## src/ethernet_rx_frame_classifier_assert.svh

```systemverilog
// Assertion macros shared by the frame classifier modules.
`ifndef ETHERNET_RX_FRAME_CLASSIFIER_ASSERT_SVH
`define ETHERNET_RX_FRAME_CLASSIFIER_ASSERT_SVH

// Implication that must hold at every clock edge outside reset.
`define ERFC_ASSERT_IMP(label, clk, rst_n, ante, cons) \
	label: assert property (@(posedge clk) disable iff (!rst_n) (ante) |-> (cons)) \
		else $error("assertion failed");

// Condition that must hold on the cycle after the antecedent.
`define ERFC_ASSERT_NEXT(label, clk, rst_n, ante, cons) \
	label: assert property (@(posedge clk) disable iff (!rst_n) (ante) |=> (cons)) \
		else $error("assertion failed");

`endif

```

## src/erfc_pkg.sv

```systemverilog
package erfc_pkg;

	// Verdict codes.
	localparam logic [3:0] V_ECHO_OK    = 4'd0;
	localparam logic [3:0] V_ARP_LEARN  = 4'd1;
	localparam logic [3:0] V_ARP_IGNORE = 4'd2;
	localparam logic [3:0] V_IP_OTHER   = 4'd3;
	localparam logic [3:0] V_ETH_SHORT  = 4'd4;
	localparam logic [3:0] V_BAD_KIND   = 4'd5;
	localparam logic [3:0] V_ARP_SHORT  = 4'd6;
	localparam logic [3:0] V_IP_SHORT   = 4'd7;
	localparam logic [3:0] V_IP_LEN     = 4'd8;
	localparam logic [3:0] V_IP_CKSUM   = 4'd9;
	localparam logic [3:0] V_IP_DEST    = 4'd10;
	localparam logic [3:0] V_ICMP_SHORT = 4'd11;
	localparam logic [3:0] V_ICMP_CKSUM = 4'd12;
	localparam logic [3:0] V_ICMP_TYPE  = 4'd13;

	localparam logic [15:0] KIND_ARP  = 16'h0806;
	localparam logic [15:0] KIND_IPV4 = 16'h0800;
	localparam logic [15:0] SUM_OK    = 16'hffff;
	localparam logic [15:0] ARP_REPLY = 16'd2;
	localparam logic [7:0]  PROTO_ICMP   = 8'd1;
	localparam logic [7:0]  ICMP_REQUEST = 8'd8;
	localparam logic [7:0]  ICMP_REPLY   = 8'd0;
	localparam logic [31:0] HOST_IP_RST = 32'd167772687;
	localparam logic [31:0] NHOP_IP_RST = 32'd167772674;

	localparam logic CFG_HOST_IP = 1'b0;
	localparam logic CFG_NHOP_IP = 1'b1;

	// Whole-frame summary handed from the parser to the judge.
	typedef struct packed {
		logic [14:0] len;
		logic [15:0] kind;
		logic [15:0] ip_sum;
		logic [15:0] icmp_sum;
		logic [7:0]  hold;
		logic [3:0]  hwords;
		logic [15:0] total_len;
		logic [7:0]  proto;
		logic [31:0] src;
		logic [31:0] dst;
		logic [7:0]  icmp_type;
		logic [31:0] id_seq;
		logic [15:0] arp_op;
		logic [47:0] arp_mac;
		logic [31:0] arp_ip;
	} frame_sum_t;

	typedef struct packed {
		logic [3:0]  verdict;
		logic [7:0]  icmp_kind;
		logic [15:0] echo_id;
		logic [15:0] echo_sequence;
		logic [31:0] source_ip;
		logic [47:0] gateway_mac;
	} result_t;

	// One's-complement add with end-around carry.
	function automatic logic [15:0] ones_add(input logic [15:0] s, input logic [15:0] w);
		logic [16:0] t;
		t = {1'b0, s} + {1'b0, w};
		return t[15:0] + {15'd0, t[16]};
	endfunction

endpackage

```

## src/ethernet_rx_frame_classifier.sv

```systemverilog
// Path of a frame: parser output register, summary queue, judge result register.
// Throughput: one byte, or one-byte frame, per cycle unless the output stalls.
// The parser stage and a two-entry summary queue decouple input from the judge.
// Reset (arst_n low, asynchronous) clears frame state and empties the queue;
// the gateway MAC resets to broadcast and the addresses to their defaults.
module ethernet_rx_frame_classifier #(
	parameter int MAX_FRAME = 2048
) (
	input  logic         clk,
	input  logic         arst_n,
	input  logic         s_axis_tvalid,
	output logic         s_axis_tready,
	input  logic [7:0]   s_axis_tdata,  // data_byte
	input  logic         s_axis_tlast,
	output logic         m_axis_tvalid,
	input  logic         m_axis_tready,
	// verdict[3:0], icmp_kind[11:4], echo_id[27:12], echo_sequence[43:28],
	// source_ip[75:44], gateway_mac[123:76], zero fill [127:124]
	output logic [127:0] m_axis_tdata,
	input  logic         cfg_we,
	input  logic         cfg_index,
	input  logic [31:0]  cfg_data
);

	logic                 p_valid;
	erfc_pkg::frame_sum_t p_data;
	logic                 p_ready;
	logic                 f_valid;
	erfc_pkg::frame_sum_t f_data;
	logic                 f_ready;
	erfc_pkg::result_t    res;

	erfc_parse #(.MAX_FRAME(MAX_FRAME)) u_parse (
		.clk(clk), .arst_n(arst_n),
		.in_valid(s_axis_tvalid), .in_byte(s_axis_tdata), .in_last(s_axis_tlast),
		.in_ready(s_axis_tready),
		.sum_valid(p_valid), .sum_data(p_data), .sum_ready(p_ready)
	);

	erfc_fifo u_fifo (
		.clk(clk), .arst_n(arst_n),
		.wr_valid(p_valid), .wr_data(p_data), .wr_ready(p_ready),
		.rd_valid(f_valid), .rd_data(f_data), .rd_ready(f_ready)
	);

	erfc_judge u_judge (
		.clk(clk), .arst_n(arst_n),
		.cfg_we(cfg_we), .cfg_idx(cfg_index), .cfg_data(cfg_data),
		.sum_valid(f_valid), .sum_data(f_data), .sum_ready(f_ready),
		.res_valid(m_axis_tvalid), .res_data(res), .res_ready(m_axis_tready)
	);

	assign m_axis_tdata = {4'd0, res.gateway_mac, res.source_ip, res.echo_sequence,
		res.echo_id, res.icmp_kind, res.verdict};

endmodule

```

## src/erfc_parse.sv

```systemverilog
`include "ethernet_rx_frame_classifier_assert.svh"
// Front part: walks frame bytes and accumulates header fields and sums.
module erfc_parse #(
	parameter int MAX_FRAME = 2048
) (
	input  logic                   clk,
	input  logic                   arst_n,
	input  logic                   in_valid,
	input  logic [7:0]             in_byte,
	input  logic                   in_last,
	output logic                   in_ready,
	output logic                   sum_valid,
	output erfc_pkg::frame_sum_t   sum_data,
	input  logic                   sum_ready
);

	localparam logic [14:0] MAXF = 15'(MAX_FRAME);

	erfc_pkg::frame_sum_t cur_q;
	erfc_pkg::frame_sum_t nxt;
	logic                 out_valid_q;
	erfc_pkg::frame_sum_t out_q;
	logic                 take;
	logic [14:0]          q;
	logic [14:0]          hl;
	logic [14:0]          r;
	logic [15:0]          word;

	assign in_ready  = !out_valid_q || sum_ready;
	assign take      = in_valid && in_ready;
	assign sum_valid = out_valid_q;
	assign sum_data  = out_q;

	// Per-byte field capture, mirroring the header layout.
	always_comb begin
		nxt  = cur_q;
		q    = cur_q.len - 15'd14;
		hl   = {9'd0, cur_q.hwords, 2'b00};
		r    = q - hl;
		word = {cur_q.hold, in_byte};
		if (cur_q.len < MAXF) begin
			nxt.len = cur_q.len + 15'd1;
			if (cur_q.len == 15'd12) nxt.kind = {in_byte, 8'd0};
			if (cur_q.len == 15'd13) nxt.kind = {cur_q.kind[15:8], in_byte};
			if (cur_q.len >= 15'd14) begin
				if (cur_q.kind == erfc_pkg::KIND_ARP) begin
					if (q == 15'd6 || q == 15'd7)
						nxt.arp_op = {cur_q.arp_op[7:0], in_byte};
					else if (q >= 15'd8 && q < 15'd14)
						nxt.arp_mac = {cur_q.arp_mac[39:0], in_byte};
					else if (q >= 15'd14 && q < 15'd18)
						nxt.arp_ip = {cur_q.arp_ip[23:0], in_byte};
				end else if (cur_q.kind == erfc_pkg::KIND_IPV4) begin
					if (q == 15'd0) nxt.hwords = in_byte[3:0];
					if (q == 15'd2 || q == 15'd3)
						nxt.total_len = {cur_q.total_len[7:0], in_byte};
					if (q == 15'd9) nxt.proto = in_byte;
					if (q >= 15'd12 && q < 15'd16) nxt.src = {cur_q.src[23:0], in_byte};
					if (q >= 15'd16 && q < 15'd20) nxt.dst = {cur_q.dst[23:0], in_byte};
					if (!q[0]) nxt.hold = in_byte;
					else if (q < hl) nxt.ip_sum = erfc_pkg::ones_add(cur_q.ip_sum, word);
					else if (cur_q.hwords >= 4'd5)
						nxt.icmp_sum = erfc_pkg::ones_add(cur_q.icmp_sum, word);
					if (cur_q.hwords >= 4'd5 && q >= hl) begin
						if (r == 15'd0) begin
							nxt.icmp_type = in_byte;
							nxt.id_seq    = 32'd0;
						end else if (r >= 15'd4 && r < 15'd8)
							nxt.id_seq = {cur_q.id_seq[23:0], in_byte};
					end
				end
			end
		end
	end

	// Running frame state and the output stage toward the queue.
	always_ff @(posedge clk or negedge arst_n) begin
		if (!arst_n) begin
			cur_q       <= '0;
			out_valid_q <= 1'b0;
		end else begin
			if (sum_ready) out_valid_q <= 1'b0;
			if (take) begin
				if (in_last) begin
					cur_q       <= '0;
					out_valid_q <= 1'b1;
				end else begin
					cur_q <= nxt;
				end
			end
		end
	end

	always_ff @(posedge clk) begin
		if (take && in_last) out_q <= nxt;
	end

	`ERFC_ASSERT_NEXT(a_len_clear, clk, arst_n, take && in_last, cur_q.len == 15'd0)
	`ERFC_ASSERT_IMP(a_len_cap, clk, arst_n, 1'b1, cur_q.len <= MAXF)
	`ERFC_ASSERT_NEXT(a_out_hold, clk, arst_n, out_valid_q && !sum_ready, out_valid_q)

endmodule

```

## src/erfc_fifo.sv

```systemverilog
`include "ethernet_rx_frame_classifier_assert.svh"
// Short queue between front and back parts.
module erfc_fifo (
	input  logic                 clk,
	input  logic                 arst_n,
	input  logic                 wr_valid,
	input  erfc_pkg::frame_sum_t wr_data,
	output logic                 wr_ready,
	output logic                 rd_valid,
	output erfc_pkg::frame_sum_t rd_data,
	input  logic                 rd_ready
);

	erfc_pkg::frame_sum_t mem_q [2];
	logic       wp_q;
	logic       rp_q;
	logic [1:0] cnt_q;
	logic       wr;
	logic       rd;

	assign wr_ready = cnt_q != 2'd2;
	assign rd_valid = cnt_q != 2'd0;
	assign rd_data  = mem_q[rp_q];
	assign wr       = wr_valid && wr_ready;
	assign rd       = rd_valid && rd_ready;

	always_ff @(posedge clk or negedge arst_n) begin
		if (!arst_n) begin
			wp_q  <= 1'b0;
			rp_q  <= 1'b0;
			cnt_q <= 2'd0;
		end else begin
			if (wr) wp_q <= !wp_q;
			if (rd) rp_q <= !rp_q;
			cnt_q <= cnt_q + {1'b0, wr} - {1'b0, rd};
		end
	end

	always_ff @(posedge clk) begin
		if (wr) mem_q[wp_q] <= wr_data;
	end

	`ERFC_ASSERT_IMP(a_cnt_range, clk, arst_n, 1'b1, cnt_q <= 2'd2)

endmodule

```

## src/erfc_judge.sv

```systemverilog
`include "ethernet_rx_frame_classifier_assert.svh"
// Back part: turns a frame summary into a verdict, keeps the gateway MAC.
module erfc_judge (
	input  logic                 clk,
	input  logic                 arst_n,
	input  logic                 cfg_we,
	input  logic                 cfg_idx,
	input  logic [31:0]          cfg_data,
	input  logic                 sum_valid,
	input  erfc_pkg::frame_sum_t sum_data,
	output logic                 sum_ready,
	output logic                 res_valid,
	output erfc_pkg::result_t    res_data,
	input  logic                 res_ready
);

	logic [31:0]       host_ip_q;
	logic [31:0]       nhop_ip_q;
	logic [47:0]       gw_mac_q;
	logic              valid_q;
	erfc_pkg::result_t res_q;
	erfc_pkg::result_t res;
	logic [3:0]        v;
	logic [14:0]       pl;
	logic [14:0]       hl;
	logic [14:0]       il;
	logic [15:0]       isum;
	logic              learn;
	logic              icmp_out;
	logic              src_out;

	assign sum_ready = !valid_q || res_ready;
	assign res_valid = valid_q;
	assign res_data  = res_q;

	// Verdict ladder.
	always_comb begin
		pl    = (sum_data.len >= 15'd14) ? sum_data.len - 15'd14 : 15'd0;
		hl    = {9'd0, sum_data.hwords, 2'b00};
		il    = pl - hl;
		isum  = il[0] ? erfc_pkg::ones_add(sum_data.icmp_sum, {sum_data.hold, 8'd0})
		              : sum_data.icmp_sum;
		learn = 1'b0;
		if (sum_data.len < 15'd14) v = erfc_pkg::V_ETH_SHORT;
		else if (sum_data.kind == erfc_pkg::KIND_ARP) begin
			if (pl < 15'd18) v = erfc_pkg::V_ARP_SHORT;
			else if (sum_data.arp_op == erfc_pkg::ARP_REPLY && sum_data.arp_ip == nhop_ip_q) begin
				v     = erfc_pkg::V_ARP_LEARN;
				learn = 1'b1;
			end else v = erfc_pkg::V_ARP_IGNORE;
		end else if (sum_data.kind == erfc_pkg::KIND_IPV4) begin
			if (pl < 15'd20 || sum_data.hwords < 4'd5 || hl > pl) v = erfc_pkg::V_IP_SHORT;
			else if ({1'b0, sum_data.total_len} > {2'b00, pl}) v = erfc_pkg::V_IP_LEN;
			else if (sum_data.ip_sum != erfc_pkg::SUM_OK) v = erfc_pkg::V_IP_CKSUM;
			else if (sum_data.dst != host_ip_q) v = erfc_pkg::V_IP_DEST;
			else if (sum_data.proto != erfc_pkg::PROTO_ICMP) v = erfc_pkg::V_IP_OTHER;
			else if (il < 15'd8) v = erfc_pkg::V_ICMP_SHORT;
			else if (isum != erfc_pkg::SUM_OK) v = erfc_pkg::V_ICMP_CKSUM;
			else if (sum_data.icmp_type == erfc_pkg::ICMP_REQUEST ||
			         sum_data.icmp_type == erfc_pkg::ICMP_REPLY) v = erfc_pkg::V_ECHO_OK;
			else v = erfc_pkg::V_ICMP_TYPE;
		end else v = erfc_pkg::V_BAD_KIND;
		icmp_out = v == erfc_pkg::V_ECHO_OK || v == erfc_pkg::V_ICMP_CKSUM ||
		           v == erfc_pkg::V_ICMP_TYPE;
		src_out  = icmp_out || v == erfc_pkg::V_IP_OTHER || v == erfc_pkg::V_IP_LEN ||
		           v == erfc_pkg::V_IP_CKSUM || v == erfc_pkg::V_IP_DEST ||
		           v == erfc_pkg::V_ICMP_SHORT;
		res.verdict       = v;
		res.icmp_kind     = icmp_out ? sum_data.icmp_type : 8'd0;
		res.echo_id       = icmp_out ? sum_data.id_seq[31:16] : 16'd0;
		res.echo_sequence = icmp_out ? sum_data.id_seq[15:0] : 16'd0;
		res.source_ip     = src_out ? sum_data.src : 32'd0;
		res.gateway_mac   = learn ? sum_data.arp_mac : gw_mac_q;
	end

	// Registers, gateway MAC and the result stage.
	always_ff @(posedge clk or negedge arst_n) begin
		if (!arst_n) begin
			host_ip_q <= erfc_pkg::HOST_IP_RST;
			nhop_ip_q <= erfc_pkg::NHOP_IP_RST;
			gw_mac_q  <= '1;
			valid_q   <= 1'b0;
		end else begin
			if (cfg_we && cfg_idx == erfc_pkg::CFG_HOST_IP) host_ip_q <= cfg_data;
			if (cfg_we && cfg_idx == erfc_pkg::CFG_NHOP_IP) nhop_ip_q <= cfg_data;
			if (res_ready) valid_q <= 1'b0;
			if (sum_valid && sum_ready) begin
				valid_q <= 1'b1;
				if (learn) gw_mac_q <= sum_data.arp_mac;
			end
		end
	end

	always_ff @(posedge clk) begin
		if (sum_valid && sum_ready) res_q <= res;
	end

	`ERFC_ASSERT_NEXT(a_learn_mac, clk, arst_n, sum_valid && sum_ready && learn,
		gw_mac_q == res_q.gateway_mac)
	`ERFC_ASSERT_IMP(a_verdict_range, clk, arst_n, valid_q, res_q.verdict <= erfc_pkg::V_ICMP_TYPE)

endmodule

```

## config.mk

```make
export PLATFORM = sky130hd
export DESIGN_NAME = ethernet_rx_frame_classifier
export DESIGN_NICKNAME = d
export VERILOG_FILES = /design/src/erfc_pkg.sv /design/src/ethernet_rx_frame_classifier.sv /design/src/erfc_parse.sv /design/src/erfc_fifo.sv /design/src/erfc_judge.sv
export VERILOG_INCLUDE_DIRS = /design/src /design/src/src
export SDC_FILE = /design/constraint.sdc
export NUM_CORES = 2
export LEC_CHECK = 0
export ABC_AREA = 1
export ABC_CLOCK_PERIOD_IN_PS = 41000
export BUFFER_PORTS_ARGS = -buffer_cell sky130_fd_sc_hd__buf_4
export CAP_MARGIN = 5
export CELL_PAD_IN_SITES_DETAIL_PLACEMENT = 1
export CELL_PAD_IN_SITES_GLOBAL_PLACEMENT = 1
export CORE_AREA = 2 2 335 337
export DETAILED_ROUTE_END_ITERATION = 6
export DIE_AREA = 0 0 337 339
export GPL_TIMING_DRIVEN = 0
export PLACE_DENSITY = 0.83
export SYNTH_ARGS = -nofsm -noshare
export SYNTH_HDL_FRONTEND = slang
export SYNTH_SLANG_ARGS = --single-unit
```

## constraint.sdc

```tcl
create_clock -name clk -period 41 [get_ports clk]
set_input_delay 2.05 -clock clk [delete_from_list [all_inputs] [get_ports clk]]
set_output_delay 2.05 -clock clk [all_outputs]
set_load 0.02 [all_outputs]
```

After elaboration in Yosys (flattened, before gate mapping) --
Memory sizes are Yosys's and may differ from the RTL's. Index checks and enable logic that the tools add are counted.
Word-level totals: flip-flop bits (word level) 840, RAM bits 598, output and inout port bits 130, logic and storage cells 199, memories kept 1
Cells by class: add/sub/neg operators 13, magnitude comparators 23, eq/ne operators 26, muxes and demuxes 54, bitwise gates (word level) 1, reductions and logical operators 37
Memories:
- u_fifo.mem_q | words 2, width 299, read ports 1, clocked after Yosys merged registers in 0, write ports 1, RTL line erfc_fifo.sv:14 | erfc_pkg::frame_sum_t mem_q [2];
Operator list (count):
- $mux 299 | 2
- $mux 172 | 2
- $mux 268 | 1
- $mux 32 | 7
- $mux 16 | 8
- $mux 48 | 2
- $mux 96 | 1
- $mux 80 | 1
- $ge 15x4->1 const B | 5
- $lt 15x5->1 const B | 5
- $eq 16x12->1 const B | 4
- $lt 15x4->1 const B | 4
- $mux 4 | 13
- $add 16x16->17 | 3
- $add 16x1->16 | 3
- $eq 15x4->1 const B | 3
- $mux 40 | 1
- $eq 32x32->1 | 1
- $ne 16x16->1 const B | 2
- $ne 32x32->1 | 1
- $eq 15x2->1 const B | 2
- $eq 15x3->1 const B | 2
- $logic_not 15->1 | 2
- $sub 15x4->15 const B | 2
- other kinds (30) | 77

Logic depth before layout (Yosys ltp) --
An unclocked memory read counts as a cell.
depth after elaboration 24, mapped depth 40, gate-level depth less buffers 33

By module --
Synthesis repeated with hierarchy kept, for this count alone.
Unflattened totals: cell total of the unflattened synthesis 5958, area, all modules 62479.9 µm²
Modules (own cells, without submodules):
- erfc_parse | times used 1, cells each 3004, area each 28029.4 µm², sequential area each 16485.8 µm²
- erfc_fifo | times used 1, cells each 1593, area each 21913.5 µm², sequential area each 18057.3 µm²
- erfc_judge | times used 1, cells each 1356, area each 12503.2 µm², sequential area each 6625.1 µm²
- ethernet_rx_frame_classifier | times used 1, cells each 5, area each 33.8 µm², sequential area each 0.0 µm²

Least setup slack after synthesis --
OpenSTA, ideal clock, no wires.
path kind input to register, from in s_axis_tvalid, to reg u_parse.cur_q[295] (netlist bit), setup time 697 ps, data arrival time 15214 ps, required time 40303 ps, setup slack 25090 ps, cell stages on the path 4, cells stage by stage nand2_1 clkbuf_1 nor2_1 nor3_1
On the way: longest elaborated chain between the ends 1
Ends and longest elaborated chain:
- start: declaration | RTL line ethernet_rx_frame_classifier.sv:11 | input logic s_axis_tvalid,
- $logic_and 1x1->1 | RTL line erfc_parse.sv:30 | assign take = in_valid && in_ready;
- end signal: assignment | RTL line erfc_parse.sv:88 | cur_q <= nxt;
- end: declaration | RTL line erfc_parse.sv:19 | erfc_pkg::frame_sum_t cur_q;
Every way passes these cells. A chain may end at the register's enable or synchronous reset.

==> flow_summary.yaml <==
worst_setup_path:
  rr_startpoint: "u_fifo.rp_q"
  crit_slowest_cell: "buf_1"
  cp.arrival_ns: 9.59
  rrSetupSlack_ns: 31.95
  critPathKind: "reg -> reg"
  cp-startpoint: "u_fifo.rp_q"
  path_max_fanout: 10
  cpMostUsedCell: "nand2_1"
  max_stage_delay_ns: 0.87
  cp-end-kind: "flip-flop"
  worstSetupStartpointType: "flip-flop"
  reg2reg_depth: 34
  r2r-end: "u_judge.res_data[112]"
  required_ns: 41.55
yosys:
  yosys.area_share.adder_pct: 1.79
  synthArstFlopShare_pct: 29.0
  yosys.area_share.simple_pct: 12.1
  synthMuxAreaShare_pct: 1.67
  ys_types: 56
  synth-main-ff-cell: "edfxtp_1"
  ys_seq_area_share_pct: 69.3
  synth_compound_area_share_pct: 7.94
  ys_seq_elements: 1438
  yosysWarnings: 0
  synthXorXnorAreaFrac_pct: 1.95
  synth_edf_count: 1021
  synth_top_family_by_area: "simple AND/OR/NAND/NOR gates"
  synthesis.area_um2: 59400
  synthCells: 5183
  synth_area_per_cell_um2: 11.5
grt:
  grt_pass1_vias: 45800
  grt-busiest-layer: "met2"
  use_met1_pct: 39.5
  grt_use_total_pct: 32.7
  grt_use_met2_pct: 56.9
  grt_pass1_wl_mm: 279
  grt.met3_usage_pct: 5.55
  grt_start_max_net_pins: 114
  antenna_found_initial: 11
  overflow: 0
cts:
  cts.clk_slew.worst_paths_ns: 0.06
  cts_made_buffers: 148
  cts_root_buf: "clkbuf_16"
  cts_setup_buffers: 0
  cts.htree.levels: 4
  cts_sinks: 1438
  cts_buffer_depth: 3
  cts-resized-gates: 0
  holdBufCountCts: 0
  cts_tree: "done"
  clkLatencyLatePin_ns: 0.80
finish:
  syn_to_final_growth_pct: 14.9
  layout-drive-gt1-share_pct: 9.89
  utilization_pct: 61.9
  fillers: 11200
  register_area_um2: 41200
  multi_input_area_um2: 15100
  fin_nets: 5675
timing:
  fin_crit_sh_pct: 22.1
  max_slew_margin_pct: 10.3
  finClkSkew_ns: 0.0406
  tns_ns: 0
  max_freq_mhz: 111
  rsz0062_at_grt: "no"
  hold_viol_final: 0
  fin_ws_ns: 31.95
  finalSetupViolCount: 0
  fin_crit_ns: 9.05
  report.final.slew_viol_count: 0
  tightest_slew_ns: 1.33
  holdWs_ns: 0.426
power:
  pwr-share-comb_pct: 22.8
  seq_power_share_pct: 44.6
  power_uw: 4170
  p_per_area_nw_per_um2: 61.1
  pwr-share-clk_pct: 32.5
  intPower_uw: 2840
  ir_drop_mv: 0.0512
  switching_power_uw: 1340
  leakagePower_uw: 0.0288
  swShare_pct: 32.0
floorplanning:
  ios: 177
  die-area_um2: 114000
  start_util_pct: 53.8
  die_height_um: 339
  fp.coreArea_um2: 110000
  fp.dieW_um: 337
  row_count: 122
min_path:
  hp-class: "reg -> reg"
  whs_endpoint: "u_fifo.mem_q[0][292]"
  hold_start: "u_parse.sum_data[292]"
  holdPathStages: 0
drt:
  viasPerCell: 5.87
  firstDrtPassIters: 6
  via_count: 42100
  drc_errors: 0
  drt-initial-drc-count: 3568
  routedWlPerCell_um: 26.0
  wl_mm: 186
  drt.antenna.violating_nets: 0
placement:
  numPortBuffers: 172
  dp_slack_ns: 32.38
  gp_congestion: 0.922
  place_hpwl_mm: 125
run:
  drv_cap: 0
outcome:
  outcome: "finished, final reports clean"
==> metrics by stage <==
step | instances | instance area (um^2)
finish | 7170 | 68300
global route | 7159 | 68300
CTS | 7158 | 68300
detailed placement | 6884 | 63400
global placement | 6846 | 62600
floorplan | 5186 | 59400
==> cells by family (layout without fill, tap and decap cells) <==
group,Yosys count,count (layout)
AO/OA/AOI/OAI,841,841
XOR/XNOR,132,132
adder cells (fa/ha/maj),82,82
buffers and inverters,804,1288
flip-flops,1438,1438
multiplexers,99,99
other,1,16
AND/OR/NAND/NOR,1786,1786
==> state kept, by name, summed over array words and instances, names as in the netlist <==
name               flops
u_judge.res_valid      1
u_fifo.wp_q            1
u_judge.res_data     124
u_parse.sum_data     299
u_parse.sum_valid      1
u_fifo.mem_q         598
u_parse.cur_q        299
u_judge.nhop_ip_q     32
u_judge.gw_mac_q      48
u_fifo.rp_q            1
u_fifo.cnt_q           2
u_judge.host_ip_q     32
==> Yosys cell counts (3+ instances only) <==
cell / n / area [um^2]
nand2_1: 1353 / 5080
edfxtp_1: 1021 / 30700
inv_1: 584 / 2190
o21ai_0: 459 / 2300
dfrtp_1: 358 / 8960
nor2_1: 186 / 698
clkbuf_1: 153 / 574
o22ai_1: 129 / 807
nand3_1: 105 / 526
mux2i_1: 99 / 991
xor2_1: 99 / 867
a21oi_1: 85 / 425
ha_1: 77 / 963
dfstp_2: 59 / 1550
o21ai_1: 58 / 290
a22o_1: 54 / 473
nand4_1: 43 / 269
nor3_1: 40 / 200
xnor2_1: 33 / 289
o211ai_1: 25 / 188
buf_2: 21 / 105
nor4_1: 21 / 131
buf_4: 18 / 135
buf_1: 17 / 63.8
or2_2: 9 / 56.3
o21a_1: 6 / 45.0
a211oi_1: 5 / 37.5
buf_6: 5 / 56.3
fa_1: 5 / 100
inv_2: 5 / 18.8
o21bai_1: 5 / 37.5
a31oi_1: 4 / 25.0
and2_1: 4 / 25.0
and3_1: 4 / 25.0
nand2_2: 3 / 18.8
nand3b_1: 3 / 22.5
==> how the worst max path moves through the flow <==
stage                             to  cells past startpoint
2_1_floorplan     u_parse.cur_q[295]                      4
3_3_place_gp      u_parse.cur_q[295]                      5
3_5_place_dp   u_judge.res_data[117]                     36
4_1_cts        u_judge.res_data[112]                     34
5_1_grt        u_judge.res_data[112]                     36
6_report       u_judge.res_data[112]                     34
==> power groups by stage <==
| stage | Combinational [uW] | Sequential [uW] | Clock [uW] |
|---|---|---|---|
| 2_1_floorplan | 474 | 2000 | 0 |
| 3_3_place_gp | 840 | 2000 | 0 |
| 3_5_place_dp | 923 | 1890 | 0 |
| 4_1_cts | 949 | 1860 | 1360 |
| 5_1_grt | 1020 | 1880 | 1410 |
| 6_report | 953 | 1860 | 1360 |
==> routing by layer <==
metal  vias to the layer above  share of wire [%]
met3                       507                6.4
met2                      1761                 51
li1                      18300                  -
met1                     21500                 38
met5                         -              0.014
met4                         4                4.9
==> worst max-delay path, delay by kind of cell, from the launching register on <==
family / cells / cell delay [ns]
compound gates: 6 / 0.93
buf+inv: 10 / 4.09
simple gates: 15 / 2.36
fa+ha+maj: 3 / 0.83
flops: 1 / 0.55
==> area by class of cell <==
cell class,instances,share of cell area [%]
well taps,1488,2.73
clock inverters,66,0.993
multi-input cells,2944,22.2
diodes,12,0.0440
repair buffers,210,3.09
inverters,590,3.24
clock buffers,208,6.08
flip-flops and latches,1438,60.3
plain buffers,214,1.37
==> layout by cell type (no fill, tap or decap), drive strengths merged, types with 54 or more instances in the layout <==
master and n:
nor2 189, ha 77, dfstp 59, o21ai 517
mux2i 99, edfxtp 1021, buf 271, inv 598
xor2 99, a21oi 85, o22ai 129, a22o 54
clkbuf 361, nand3 107, nand2 1356, dfrtp 358
(Power assumes the default switching activity.)
